File: src/rtl/http_request_byte_parser_assert.svh
// assertion macros shared by the rtl
// HRBP_ASSERT: same-cycle implication, HRBP_ASSERT_NEXT: next-cycle implication
`ifndef HTTP_REQUEST_BYTE_PARSER_ASSERT_SVH
`define HTTP_REQUEST_BYTE_PARSER_ASSERT_SVH
`ifndef ASSERT_OFF
`define HRBP_ASSERT(label, clk, rst, ante, cons) \
  label: assert property (@(posedge clk) disable iff (rst) (ante) |-> (cons)) \
    else $error("http request parser assertion failed");
`define HRBP_ASSERT_NEXT(label, clk, rst, ante, cons) \
  label: assert property (@(posedge clk) disable iff (rst) (ante) |=> (cons)) \
    else $error("http request parser assertion failed");
`else
`define HRBP_ASSERT(label, clk, rst, ante, cons)
`define HRBP_ASSERT_NEXT(label, clk, rst, ante, cons)
`endif
`endif

File: src/rtl/hrbp_pkg.sv
`default_nettype none

package hrbp_pkg;

  // parse states
  localparam logic [4:0] ST_START        = 5'd0;
  localparam logic [4:0] ST_METHOD       = 5'd1;
  localparam logic [4:0] ST_BEFORE_URL   = 5'd2;
  localparam logic [4:0] ST_URL          = 5'd3;
  localparam logic [4:0] ST_BEFORE_QKEY  = 5'd4;
  localparam logic [4:0] ST_QKEY         = 5'd5;
  localparam logic [4:0] ST_BEFORE_QVAL  = 5'd6;
  localparam logic [4:0] ST_QVAL         = 5'd7;
  localparam logic [4:0] ST_BEFORE_PROTO = 5'd8;
  localparam logic [4:0] ST_PROTO        = 5'd9;
  localparam logic [4:0] ST_BEFORE_VER   = 5'd10;
  localparam logic [4:0] ST_VER          = 5'd11;
  localparam logic [4:0] ST_HKEY         = 5'd12;
  localparam logic [4:0] ST_BEFORE_HVAL  = 5'd13;
  localparam logic [4:0] ST_HVAL         = 5'd14;
  localparam logic [4:0] ST_CR           = 5'd15;
  localparam logic [4:0] ST_CRLF         = 5'd16;
  localparam logic [4:0] ST_CRLFCR       = 5'd17;
  localparam logic [4:0] ST_BODY         = 5'd18;
  localparam logic [4:0] ST_COMPLETE     = 5'd19;
  localparam logic [4:0] ST_INVALID      = 5'd20;

  // length value phases
  localparam logic [1:0] PH_LEAD = 2'd0;
  localparam logic [1:0] PH_POS  = 2'd1;
  localparam logic [1:0] PH_NEG  = 2'd2;
  localparam logic [1:0] PH_DONE = 2'd3;

  // field kinds
  localparam logic [3:0] KIND_NONE   = 4'd0;
  localparam logic [3:0] KIND_METHOD = 4'd1;
  localparam logic [3:0] KIND_URL    = 4'd2;
  localparam logic [3:0] KIND_QKEY   = 4'd3;
  localparam logic [3:0] KIND_QVAL   = 4'd4;
  localparam logic [3:0] KIND_PROTO  = 4'd5;
  localparam logic [3:0] KIND_VER    = 4'd6;
  localparam logic [3:0] KIND_HKEY   = 4'd7;
  localparam logic [3:0] KIND_HVAL   = 4'd8;
  localparam logic [3:0] KIND_BODY   = 4'd9;

  // request status
  localparam logic [1:0] STAT_RUNNING  = 2'd0;
  localparam logic [1:0] STAT_COMPLETE = 2'd1;
  localparam logic [1:0] STAT_INVALID  = 2'd2;

  // ascii bytes
  localparam logic [7:0] CH_CR    = 8'h0D;
  localparam logic [7:0] CH_LF    = 8'h0A;
  localparam logic [7:0] CH_SP    = 8'h20;
  localparam logic [7:0] CH_TAB   = 8'h09;
  localparam logic [7:0] CH_QMARK = 8'h3F;
  localparam logic [7:0] CH_AMP   = 8'h26;
  localparam logic [7:0] CH_EQ    = 8'h3D;
  localparam logic [7:0] CH_COLON = 8'h3A;
  localparam logic [7:0] CH_SLASH = 8'h2F;
  localparam logic [7:0] CH_DOT   = 8'h2E;
  localparam logic [7:0] CH_PLUS  = 8'h2B;
  localparam logic [7:0] CH_MINUS = 8'h2D;
  localparam logic [7:0] CH_ZERO  = 8'h30;

  localparam logic [3:0] CL_LEN = 4'd14;

  typedef logic [7:0] byte_t;

  // characters of "Content-Length"
  function automatic byte_t cl_char(input logic [3:0] idx);
    byte_t ch;
    case (idx)
      4'd0:    ch = 8'h43;  // C
      4'd1:    ch = 8'h6F;  // o
      4'd2:    ch = 8'h6E;  // n
      4'd3:    ch = 8'h74;  // t
      4'd4:    ch = 8'h65;  // e
      4'd5:    ch = 8'h6E;  // n
      4'd6:    ch = 8'h74;  // t
      4'd7:    ch = 8'h2D;  // -
      4'd8:    ch = 8'h4C;  // L
      4'd9:    ch = 8'h65;  // e
      4'd10:   ch = 8'h6E;  // n
      4'd11:   ch = 8'h67;  // g
      4'd12:   ch = 8'h74;  // t
      4'd13:   ch = 8'h68;  // h
      default: ch = 8'h00;
    endcase
    return ch;
  endfunction

endpackage

`default_nettype wire

File: src/rtl/http_request_byte_parser.sv
// channel  | handshake                   | payload
// ---------+-----------------------------+-----------------------------------------
// item     | item_valid / item_ready     | data_byte, first_byte, last_byte
// result   | result_valid / result_ready | byte_out, field_kind, field_end, status
//
// one item per cycle while item_ready is high; one registered result per item
// next state and result come from one level of decode on the current state and
// the byte, and load the parse state and the result register on the same edge
// item_ready is high while the result register is empty or being drained,
// so a stalled result stops new items only for as long as it is held
// rst (synchronous) and first_byte (for its own item) return to the start state
`default_nettype none
`include "http_request_byte_parser_assert.svh"

module http_request_byte_parser
  import hrbp_pkg::*;
(
  input  wire logic       clk,
  input  wire logic       rst,
  input  wire logic       item_valid,
  output logic            item_ready,
  input  wire logic [7:0] data_byte,
  input  wire logic       first_byte,
  input  wire logic       last_byte,
  output logic            result_valid,
  input  wire logic       result_ready,
  output logic [7:0]      byte_out,
  output logic [3:0]      field_kind,
  output logic            field_end,
  output logic [1:0]      status
);

  // parser state registers
  logic [4:0] parse_state;
  logic [3:0] key_pos;
  logic       key_ok;
  logic       len_seen;
  logic       len_pos;
  logic [1:0] len_phase;

  logic [4:0] parse_state_next;
  logic [3:0] key_pos_next;
  logic       key_ok_next;
  logic       len_seen_next;
  logic       len_pos_next;
  logic [1:0] len_phase_next;

  // starting point for this item: registers, or reset values on first_byte
  logic [4:0] cur_state;
  logic [3:0] cur_key_pos;
  logic       cur_key_ok;
  logic       cur_len_seen;
  logic       cur_len_pos;
  logic [1:0] cur_len_phase;

  // byte classes
  logic is_blank;
  logic is_upper;
  logic is_digit;
  logic is_crlf;

  // content-length key match and value tracking, computed for this byte
  logic       in_len_hdr;
  logic       key_hit;
  logic [3:0] key_step_pos;
  logic       key_step_ok;
  logic       val_pos;
  logic [1:0] val_phase;

  logic [3:0] kind;
  logic       fend;
  logic       accept;

  assign accept     = item_valid && item_ready;
  assign item_ready = !result_valid || result_ready;

  always_comb begin
    if (first_byte) begin
      cur_state     = ST_START;
      cur_key_pos   = '0;
      cur_key_ok    = 1'b1;
      cur_len_seen  = 1'b0;
      cur_len_pos   = 1'b0;
      cur_len_phase = PH_LEAD;
    end else begin
      cur_state     = parse_state;
      cur_key_pos   = key_pos;
      cur_key_ok    = key_ok;
      cur_len_seen  = len_seen;
      cur_len_pos   = len_pos;
      cur_len_phase = len_phase;
    end
  end

  assign is_blank = (data_byte == CH_SP) || (data_byte == CH_TAB);
  assign is_upper = (data_byte >= 8'h41) && (data_byte <= 8'h5A);
  assign is_digit = (data_byte >= 8'h30) && (data_byte <= 8'h39);
  assign is_crlf  = (data_byte == CH_CR) || (data_byte == CH_LF);

  assign in_len_hdr = cur_key_ok && (cur_key_pos == CL_LEN);

  // one step of the exact match against "Content-Length"
  assign key_hit = cur_key_ok && (cur_key_pos < CL_LEN) && (data_byte == cl_char(cur_key_pos));

  // key match step taken from a fresh key (first byte of a header line)
  logic fresh_hit;
  assign fresh_hit = (data_byte == cl_char(4'd0));

  always_comb begin
    key_step_pos = cur_key_pos;
    key_step_ok  = cur_key_ok;
    if (key_hit) begin
      key_step_pos = cur_key_pos + 4'd1;
    end else begin
      key_step_ok = 1'b0;
    end
  end

  // atoi-like sign and digit tracking of the length value
  always_comb begin
    val_pos   = cur_len_pos;
    val_phase = cur_len_phase;
    if (in_len_hdr) begin
      case (cur_len_phase)
        PH_LEAD: begin
          if (data_byte == CH_PLUS) begin
            val_phase = PH_POS;
          end else if (data_byte == CH_MINUS) begin
            val_phase = PH_NEG;
          end else if (is_digit) begin
            val_phase = PH_POS;
            if (data_byte != CH_ZERO) val_pos = 1'b1;
          end else begin
            val_phase = PH_DONE;
          end
        end
        PH_POS: begin
          if (is_digit) begin
            if (data_byte != CH_ZERO) val_pos = 1'b1;
          end else begin
            val_phase = PH_DONE;
          end
        end
        PH_NEG: begin
          if (!is_digit) val_phase = PH_DONE;
        end
        default: begin
        end
      endcase
    end
  end

  // main transition table
  always_comb begin
    parse_state_next = cur_state;
    key_pos_next     = cur_key_pos;
    key_ok_next      = cur_key_ok;
    len_seen_next    = cur_len_seen;
    len_pos_next     = cur_len_pos;
    len_phase_next   = cur_len_phase;
    kind             = KIND_NONE;
    fend             = 1'b0;
    case (cur_state)
      ST_START: begin
        if (is_crlf || is_blank) begin
        end else if (is_upper) begin
          parse_state_next = ST_METHOD;
          kind             = KIND_METHOD;
        end else begin
          parse_state_next = ST_INVALID;
        end
      end
      ST_METHOD: begin
        if (is_upper) begin
          kind = KIND_METHOD;
        end else if (is_blank) begin
          parse_state_next = ST_BEFORE_URL;
          fend             = 1'b1;
        end else begin
          parse_state_next = ST_INVALID;
        end
      end
      ST_BEFORE_URL: begin
        if (data_byte == CH_SLASH) begin
          parse_state_next = ST_URL;
          kind             = KIND_URL;
        end else if (!is_blank) begin
          parse_state_next = ST_INVALID;
        end
      end
      ST_URL: begin
        if (data_byte == CH_QMARK) begin
          parse_state_next = ST_BEFORE_QKEY;
          fend             = 1'b1;
        end else if (is_blank) begin
          parse_state_next = ST_BEFORE_PROTO;
          fend             = 1'b1;
        end else begin
          kind = KIND_URL;
        end
      end
      ST_BEFORE_QKEY: begin
        if (is_blank || is_crlf) begin
          parse_state_next = ST_INVALID;
        end else begin
          parse_state_next = ST_QKEY;
          kind             = KIND_QKEY;
        end
      end
      ST_QKEY: begin
        if (data_byte == CH_EQ) begin
          parse_state_next = ST_BEFORE_QVAL;
          fend             = 1'b1;
        end else if (is_blank) begin
          parse_state_next = ST_INVALID;
        end else begin
          kind = KIND_QKEY;
        end
      end
      ST_BEFORE_QVAL: begin
        if (is_blank || is_crlf) begin
          parse_state_next = ST_INVALID;
        end else begin
          parse_state_next = ST_QVAL;
          kind             = KIND_QVAL;
        end
      end
      ST_QVAL: begin
        if (data_byte == CH_AMP) begin
          parse_state_next = ST_BEFORE_QKEY;
          fend             = 1'b1;
        end else if (is_blank) begin
          parse_state_next = ST_BEFORE_PROTO;
          fend             = 1'b1;
        end else begin
          kind = KIND_QVAL;
        end
      end
      ST_BEFORE_PROTO: begin
        if (!is_blank) begin
          parse_state_next = ST_PROTO;
          kind             = KIND_PROTO;
        end
      end
      ST_PROTO: begin
        if (data_byte == CH_SLASH) begin
          parse_state_next = ST_BEFORE_VER;
          fend             = 1'b1;
        end else begin
          kind = KIND_PROTO;
        end
      end
      ST_BEFORE_VER: begin
        if (is_digit) begin
          parse_state_next = ST_VER;
          kind             = KIND_VER;
        end else begin
          parse_state_next = ST_INVALID;
        end
      end
      ST_VER: begin
        if (data_byte == CH_CR) begin
          parse_state_next = ST_CR;
          fend             = 1'b1;
        end else if (is_digit || (data_byte == CH_DOT)) begin
          kind = KIND_VER;
        end else begin
          parse_state_next = ST_INVALID;
        end
      end
      ST_HKEY: begin
        if (data_byte == CH_COLON) begin
          parse_state_next = ST_BEFORE_HVAL;
          fend             = 1'b1;
          // a later content-length header replaces the earlier one
          if (in_len_hdr) begin
            len_seen_next  = 1'b1;
            len_pos_next   = 1'b0;
            len_phase_next = PH_LEAD;
          end
        end else begin
          kind         = KIND_HKEY;
          key_pos_next = key_step_pos;
          key_ok_next  = key_step_ok;
        end
      end
      ST_BEFORE_HVAL: begin
        if (is_blank) begin
        end else if (data_byte == CH_CR) begin
          parse_state_next = ST_CR;
          fend             = 1'b1;
        end else begin
          parse_state_next = ST_HVAL;
          kind             = KIND_HVAL;
          len_pos_next     = val_pos;
          len_phase_next   = val_phase;
        end
      end
      ST_HVAL: begin
        if (data_byte == CH_CR) begin
          parse_state_next = ST_CR;
          fend             = 1'b1;
        end else begin
          kind           = KIND_HVAL;
          len_pos_next   = val_pos;
          len_phase_next = val_phase;
        end
      end
      ST_CR: begin
        if (data_byte == CH_LF) begin
          parse_state_next = ST_CRLF;
        end else begin
          parse_state_next = ST_INVALID;
        end
      end
      ST_CRLF: begin
        if (data_byte == CH_CR) begin
          parse_state_next = ST_CRLFCR;
        end else if (is_blank) begin
          parse_state_next = ST_INVALID;
        end else begin
          // new header key: restart the match at its first character
          parse_state_next = ST_HKEY;
          kind             = KIND_HKEY;
          key_pos_next     = fresh_hit ? 4'd1 : 4'd0;
          key_ok_next      = fresh_hit;
        end
      end
      ST_CRLFCR: begin
        if (data_byte == CH_LF) begin
          if (cur_len_seen) begin
            parse_state_next = cur_len_pos ? ST_BODY : ST_COMPLETE;
          end else begin
            parse_state_next = last_byte ? ST_COMPLETE : ST_BODY;
          end
        end else begin
          parse_state_next = ST_INVALID;
        end
      end
      ST_BODY: begin
        kind = KIND_BODY;
        if (last_byte) parse_state_next = ST_COMPLETE;
      end
      ST_COMPLETE: begin
      end
      default: begin
        // invalid state and any unused code
        parse_state_next = ST_INVALID;
      end
    endcase
  end

  // state registers advance only on an accepted item
  always_ff @(posedge clk) begin
    if (rst) begin
      parse_state <= ST_START;
      key_pos     <= '0;
      key_ok      <= 1'b1;
      len_seen    <= 1'b0;
      len_pos     <= 1'b0;
      len_phase   <= PH_LEAD;
    end else if (accept) begin
      parse_state <= parse_state_next;
      key_pos     <= key_pos_next;
      key_ok      <= key_ok_next;
      len_seen    <= len_seen_next;
      len_pos     <= len_pos_next;
      len_phase   <= len_phase_next;
    end
  end

  // result register valid
  always_ff @(posedge clk) begin
    if (rst) begin
      result_valid <= 1'b0;
    end else if (accept) begin
      result_valid <= 1'b1;
    end else if (result_ready) begin
      result_valid <= 1'b0;
    end
  end

  // result payload, no reset needed
  always_ff @(posedge clk) begin
    if (accept) begin
      byte_out   <= data_byte;
      field_kind <= kind;
      field_end  <= fend;
      if (parse_state_next == ST_COMPLETE) begin
        status <= STAT_COMPLETE;
      end else if (parse_state_next == ST_INVALID) begin
        status <= STAT_INVALID;
      end else begin
        status <= STAT_RUNNING;
      end
    end
  end

  // a closing delimiter never carries a field tag
  `HRBP_ASSERT(a_fend_untagged, clk, rst, result_valid && field_end, field_kind == KIND_NONE)
  // once complete only body bytes or untagged bytes come out
  `HRBP_ASSERT(a_complete_kind, clk, rst, result_valid && (status == STAT_COMPLETE),
               (field_kind == KIND_NONE) || (field_kind == KIND_BODY))
  // the state and key position registers never hold an unused code
  `HRBP_ASSERT(a_state_legal, clk, rst, 1'b1, (parse_state <= ST_INVALID) && (key_pos <= CL_LEN))
  // a positive length only follows a seen content-length header
  `HRBP_ASSERT(a_len_order, clk, rst, len_pos, len_seen)
  // every accepted item leaves a result behind
  `HRBP_ASSERT_NEXT(a_accept_result, clk, rst, accept, result_valid)

endmodule

`default_nettype wire

File: config.mk
export PLATFORM = sky130hd
export DESIGN_NAME = http_request_byte_parser
export DESIGN_NICKNAME = d
export VERILOG_FILES = /design/src/rtl/hrbp_pkg.sv /design/src/rtl/http_request_byte_parser.sv
export VERILOG_INCLUDE_DIRS = /design/src /design/src/rtl
export SDC_FILE = /design/constraint.sdc
export NUM_CORES = 1
export LEC_CHECK = 0
export BUFFER_PORTS_ARGS = -buffer_cell sky130_fd_sc_hd__buf_2
export CAP_MARGIN = 0
export CORE_ASPECT_RATIO = 1.4
export CORE_MARGIN = 2
export CORE_UTILIZATION = 33
export CTS_BUF_LIST = sky130_fd_sc_hd__clkbuf_4
export CTS_CLUSTER_DIAMETER = 80
export DETAILED_ROUTE_END_ITERATION = 6
export HOLD_SLACK_MARGIN = 0.03
export PLACE_DENSITY = 0.54
export SYNTH_ARGS = -nofsm -noshare
export SYNTH_HDL_FRONTEND = slang
export SYNTH_SLANG_ARGS = --single-unit
File: constraint.sdc
create_clock -name clk -period 8.25 [get_ports clk]
set_input_delay 1.65 -clock clk [delete_from_list [all_inputs] [get_ports clk]]
set_output_delay 1.65 -clock clk [all_outputs]
set_load 0.02 [all_outputs]
==> Yosys cells after proc, flatten, opt, wreduce, memory -nomap -nowiden <==
Memories as Yosys holds them, arrays and structs flattened.
Cells that the tools add are included.
{ "word_totals": {"rom_bits": 112, "input_bits": 14, "latchBits": 0, "wordCells": 182, "memories": 1, "ramBits": 0, "output_inout_bits": 17, "register_bits": 30} }
{ "memory_table": {"columns": ["memory", "words", "width", "rd", "rd_ports_with_merged_regs", "wr", "line", "text"], "rows": [
  ["(name not given)", 16, 7, 1, 0, 0, "hrbp_pkg.sv:73", "case (idx)"]
]} }
{ "classes": {"shift": 0, "add_sub_neg": 1, "div_mod_pow": 0, "n_bitwise": 0, "mux": 108, "n_lt_le_gt_ge": 5, "n_mul": 0, "reduce_logical": 17, "n_eq_ne": 39} }
{ "op_table": {"columns": ["operator", "count"], "rows": [
  ["5-bit 2-to-1 mux", 26],
  ["5-bit one-hot mux with 20 select lines", 1],
  ["8-bit by 6-bit equality test with 1-bit output (second input constant)", 9],
  ["4-bit one-hot mux with 17 select lines", 1],
  ["5-bit by 4-bit equality test with 1-bit output (second input constant)", 8],
  ["1-bit 2-to-1 mux", 37],
  ["3-bit 2-to-1 mux", 12],
  ["2-bit 2-to-1 mux", 17],
  ["5-bit equality test (second input constant)", 6],
  ["4-bit 2-to-1 mux", 7],
  ["8-bit by 4-bit equality test with 1-bit output (second input constant)", 3],
  ["5-bit by 3-bit equality test with 1-bit output (second input constant)", 4],
  ["5-bit by 2-bit equality test with 1-bit output (second input constant)", 2],
  ["8-bit by 7-bit equality test with 1-bit output (second input constant)", 1],
  ["8-bit equality test", 1],
  ["8-bit by 6-bit greater-or-equal comparator with 1-bit output (second input constant)", 1],
  ["8-bit by 7-bit greater-or-equal comparator with 1-bit output (second input constant)", 1],
  ["8-bit by 6-bit less-or-equal comparator with 1-bit output (second input constant)", 1],
  ["8-bit by 7-bit less-or-equal comparator with 1-bit output (second input constant)", 1],
  ["8-bit by 6-bit inequality test with 1-bit output (second input constant)", 1],
  ["1-bit one-hot mux with 8 select lines", 1],
  ["4-bit one-hot mux with 2 select lines", 1],
  ["1-bit logical AND", 6],
  ["2-bit one-hot mux with 3 select lines", 1],
  ["other kinds (15)", 21]
]} }

==> Longest topological paths before layout <==
{ "logic_depth": {"ltp_word": 10, "mapped_depth": 13, "mapped_depth_nobuf": 11} }

==> Worst setup path after synthesis <==
No wires, ideal clock.
{ "synth_path": {"kind": "in2reg", "start": "in first_byte", "end": "reg key_ok", "setup_time_ns": 0.128, "setup_slack_ns": 3.851, "stages": 12, "t_arrival_ns": 4.271, "t_required_ns": 8.122, "path_buffers": 2, "path_cell_list": "clkbuf_1 -> buf_2 -> inv_1 -> nand2_1 -> ha_1 -> or3b_2 -> o311ai_0 -> a21oi_1 -> a311oi_1 -> nor4_4 -> a2111oi_0 -> o31ai_1"} }
{ "synth_between": {"elab_chain_len": 7, "elab_cells_between_ends": 15, "classes_between": "1 x order compare; 3 x eq/ne; 8 x mux; 2 x reduce/logical; 1 x memory"} }
{ "synth_lines": {"columns": ["item", "line", "text"], "rows": [
  ["start: declaration", "http_request_byte_parser.sv:23", "input wire logic first_byte,"],
  ["4-bit 2-to-1 mux", "http_request_byte_parser.sv:78", "if (first_byte) begin"],
  ["memory read 16 x 7 bit or 4-bit less-than comparator (tied branches)", null, null],
  ["8-bit equality test or 1-bit logical AND (tied branches)", "http_request_byte_parser.sv:103", "assign key_hit = cur_key_ok && (cur_key_pos < CL_LEN) && (data_byte == cl_char(cur_key_pos));"],
  ["1-bit logical AND", "http_request_byte_parser.sv:103", null],
  ["1-bit 2-to-1 mux", "http_request_byte_parser.sv:112", "if (key_hit) begin"],
  ["1-bit 2-to-1 mux", "http_request_byte_parser.sv:272", "if (data_byte == CH_COLON) begin"],
  ["1-bit one-hot mux with 2 select lines *", "http_request_byte_parser.sv:163", "case (cur_state)"],
  ["end signal: assignment", "http_request_byte_parser.sv:365", "key_ok <= key_ok_next;"],
  ["end: declaration", "http_request_byte_parser.sv:36", "logic key_ok;"]
]} }
Mark *: on every way between the ends. The rest lies on a longest branch, timed or not.
A chain may end at the register's enable or synchronous reset.

==> Final worst setup path <==
Ends and elaborated chain as after synthesis.

==> flow_metrics.py <==
metrics = {
    "status": {
        "outcome": "finished, final reports clean",
    },
    "pwr": {
        "pwr-share-comb_pct": 23.6,
        "sequentialPowerShare_pct": 49.4,
        "p_clk_share_pct": 26.9,
        "p_switching_mw": 0.1263,
        "p_per_area_nw_per_um2": 119.6,
        "p_int_mw": 0.2326,
        "leakage_nw": 1.116,
        "total_power_mw": 0.3589,
        "ir_drop_v": 0.00004553,
        "netSwitchingFraction_pct": 35.20,
    },
    "synth": {
        "avgSynthCellArea_sq_um": 7.569,
        "synth_compound_area_share_pct": 27.51,
        "synth_top_family_by_area": "simple AND/OR/NAND/NOR gates",
        "synthCells": 366,
        "synth.area.mux_share_pct": 1.491,
        "mappedNetlistArea_sq_um": 2770,
        "ys_ff_latch": 30,
        "synth_cell_type_count": 67,
        "synth_xor_area_share_pct": 1.581,
        "yosysTopAreaCell": "edfxtp_1",
        "synthTopCellsByArea": "edfxtp_1 16%, dfxtp_1 11%, nand2_1 5.1%, o21ai_0 4.7%, nor2_1 4.1%",
        "async_flop_share_pct": 0,
        "synth_flop_cell": "edfxtp_1",
        "syn_nets": 388,
        "synth_fa_ha_area_share_pct": 3.613,
        "yosys_warnings": 0,
        "ys_seq_area_share_pct": 27.10,
        "synth_top_area_share_pct": 16.26,
        "yosys.area_share.simple_pct": 31.53,
        "synth_edf_count": 15,
    },
    "grt": {
        "grtUsageTotal_pct": 21.78,
        "grt_pass1_vias": 2957,
        "grt_max_degree": 30,
        "antenna_found_initial": 1,
        "grt_overflow": 0,
        "grt_first_pass_wirelength_microns": 15280,
    },
    "cts": {
        "clkSinkCount": 30,
        "cts_buffers": 5,
        "cts-htree-levels": 2,
        "cts_buffer_depth": 2,
        "cts_setup_buffers": 0,
        "post_cts_resized": 0,
        "clock_latency_ps": 370,
        "clockRootBuffer": "clkbuf_4",
        "ctsHoldBuffers": 0,
        "tritoncts": "built",
        "clkTransAtPathRegs_ps": 110,
    },
    "floorplanning": {
        "ios": 31,
        "die_area_sq_um": 9154,
        "initial_core_util_pct": 33.99,
        "row_count": 39,
        "die_h_microns": 112.4,
        "coreArea_sq_um": 8149,
        "chipWidth_microns": 81.44,
    },
    "critical_path": {
        "worstPathCellList": "buf_2 -> inv_1 -> nand2_1 -> ha_1 -> or3b_2 -> o311ai_0 -> a21oi_1 -> a311oi_1 -> nor4_4 -> a2111oi_0 -> o31ai_1",
        "critical_path_class": "in -> reg",
        "start_kind": "input port",
        "end_kind": "flop",
        "crit_arrival_ps": 4670,
        "slowest_delay_ps": 470,
        "critPathRequiredTime_ps": 8490,
        "crit_fanout": 27,
        "slowest_stage": "a2111oi_0",
    },
    "detailed_routing": {
        "num_vias": 3082,
        "ant_nets": 0,
        "firstDrtPassIters": 5,
        "wl_per_cell_microns": 19.54,
        "wl_microns": 9419,
        "drt_iter0_drc": 422,
        "post-route-drc-count": 0,
        "routed_via_density": 6.394,
    },
    "placement": {
        "placed_cell_area_sq_um": 2943,
        "globalplace.congestion": 1.025,
        "place_inst": 473,
        "dp_hpwl_microns": 6938,
        "port_buffers": 30,
    },
    "sta": {
        "slew_headroom_pct": 26.97,
        "rsz0062_at_grt": "false",
        "skew_ps": 20.06,
        "post-route-period-util_pct": 53.68,
        "maxSlewViolCount": 0,
        "worst_slew_pin_slew_ps": 1094,
        "hold_ws_ps": 487.1,
        "max_freq_mhz": 225.8,
        "tns_ps": 0,
        "layout_min_cycle_time_ps": 4428,
        "hold_viol_final": 0,
        "setup_violations": 0,
    },
    "cells_and_area": {
        "drive_gt1_share_pct": 11.87,
        "nets": 400,
        "area_delta_synth_final_pct": 8.356,
        "fillers": 862,
        "fin_area_sq_um": 3002,
        "final_cells": 482,
    },
    "hold_path": {
        "hold_path_class": "reg -> reg",
    },
    "job": {
        "timing.max_cap.violations": 0,
    },
}
==> path summary, 6_finish.rpt <==
path	end	cells past startpoint	slack, ps	start
worst max-delay path	key_ok	11	3820	first_byte
worst min-delay path	len_pos	2	490	len_pos
worst max register to register	status[0]	7	5140	parse_state[0]
worst min register to register	len_pos	2	490	len_pos
==> area by class of cell <==
class                      instances  area (sq um)  share of cell area, %
multi-input combinational        287          1821                  60.65
sequential                        30         750.7                  25.01
timing repair buffer              31         157.7                  5.252
tap                              102         127.6                  4.252
inverter                          23         86.33                  2.876
clock buffer                       7         52.55                  1.751
clock inverter                     1         3.754                 0.1251
antenna                            1         2.502                0.08337
==> cells by family (layout without fill, tap and decap cells) <==
family                   after synthesis  after routing
AO/OA/AOI/OAI                        112            112
XOR/XNOR                               5              5
adder cells (fa/ha/maj)                8              8
buffers and inverters                 49             62
flip-flops                            30             30
multiplexers                           4              4
other                                  0              1
AND/OR/NAND/NOR                      158            158
==> per-layer routing <==
layer	track usage, %	wire length, microns	up-vias
li1	-	-	1424
met4	14.69	559	0
met1	24.04	3386	1428
met2	37.38	4943	181
met3	3.215	530	49
met5	0	0	-
==> cell usage in the layout, fill, tap and decap left out, types with 6 or more instances in the layout <==
master     n
buf_2     30
clkbuf_4   7
dfxtp_1   15
nand4_1    8
o21ai_0   26
nor2b_1    8
ha_1       8
edfxtp_1  15
a31oi_1    6
nand2_1   38
nand3_1   13
a22oi_1    6
inv_1     23
a21oi_1   21
nor4_1    10
nor3_1    12
nor2_1    30
a211oi_1   9
==> worst max-delay path, delay by kind of cell <==
family	cells	cell delay, ps
buf+inv	2	650
fa+ha+maj	1	320
simple gates	3	820
compound gates	5	1210
==> flip-flops by register name, indices dropped and copies added, names as in the netlist <==
register and count:
key_pos 4, field_end 1, byte_out 8, status 2, field_kind 4, len_pos 1
result_valid 1, len_phase 2, len_seen 1, key_ok 1, parse_state 5
==> Yosys cell counts, drive strengths merged, types with 9 or more instances <==
cell type	n
a211oi	9
nor4	11
nand3	13
nand2	38
edfxtp	15
o21ai	26
clkbuf	15
a21oi	21
dfxtp	15
nor2	30
nor3	13
buf	11
inv	23
==> metrics by stage <==
stage | util, % | worst slack, ps
after global routing | 36.83 | 3559
after CTS | 36.80 | 3871
after detailed placement | 36.11 | 3484
final | 36.83 | 3822
after floorplan | - | 3851
after global placement | 36.11 | 3580
==> power by group through the flow <==
stage	Sequential, mW	Clock (mW)	Combinational, mW
2_1_floorplan	0.180	0	0.0581
3_3_place_gp	0.181	0	0.0834
3_5_place_dp	0.180	0	0.0832
4_1_cts	0.177	0.0984	0.0835
5_1_grt	0.179	0.102	0.0925
6_report	0.177	0.0967	0.0848
(Power assumes the default switching activity.)
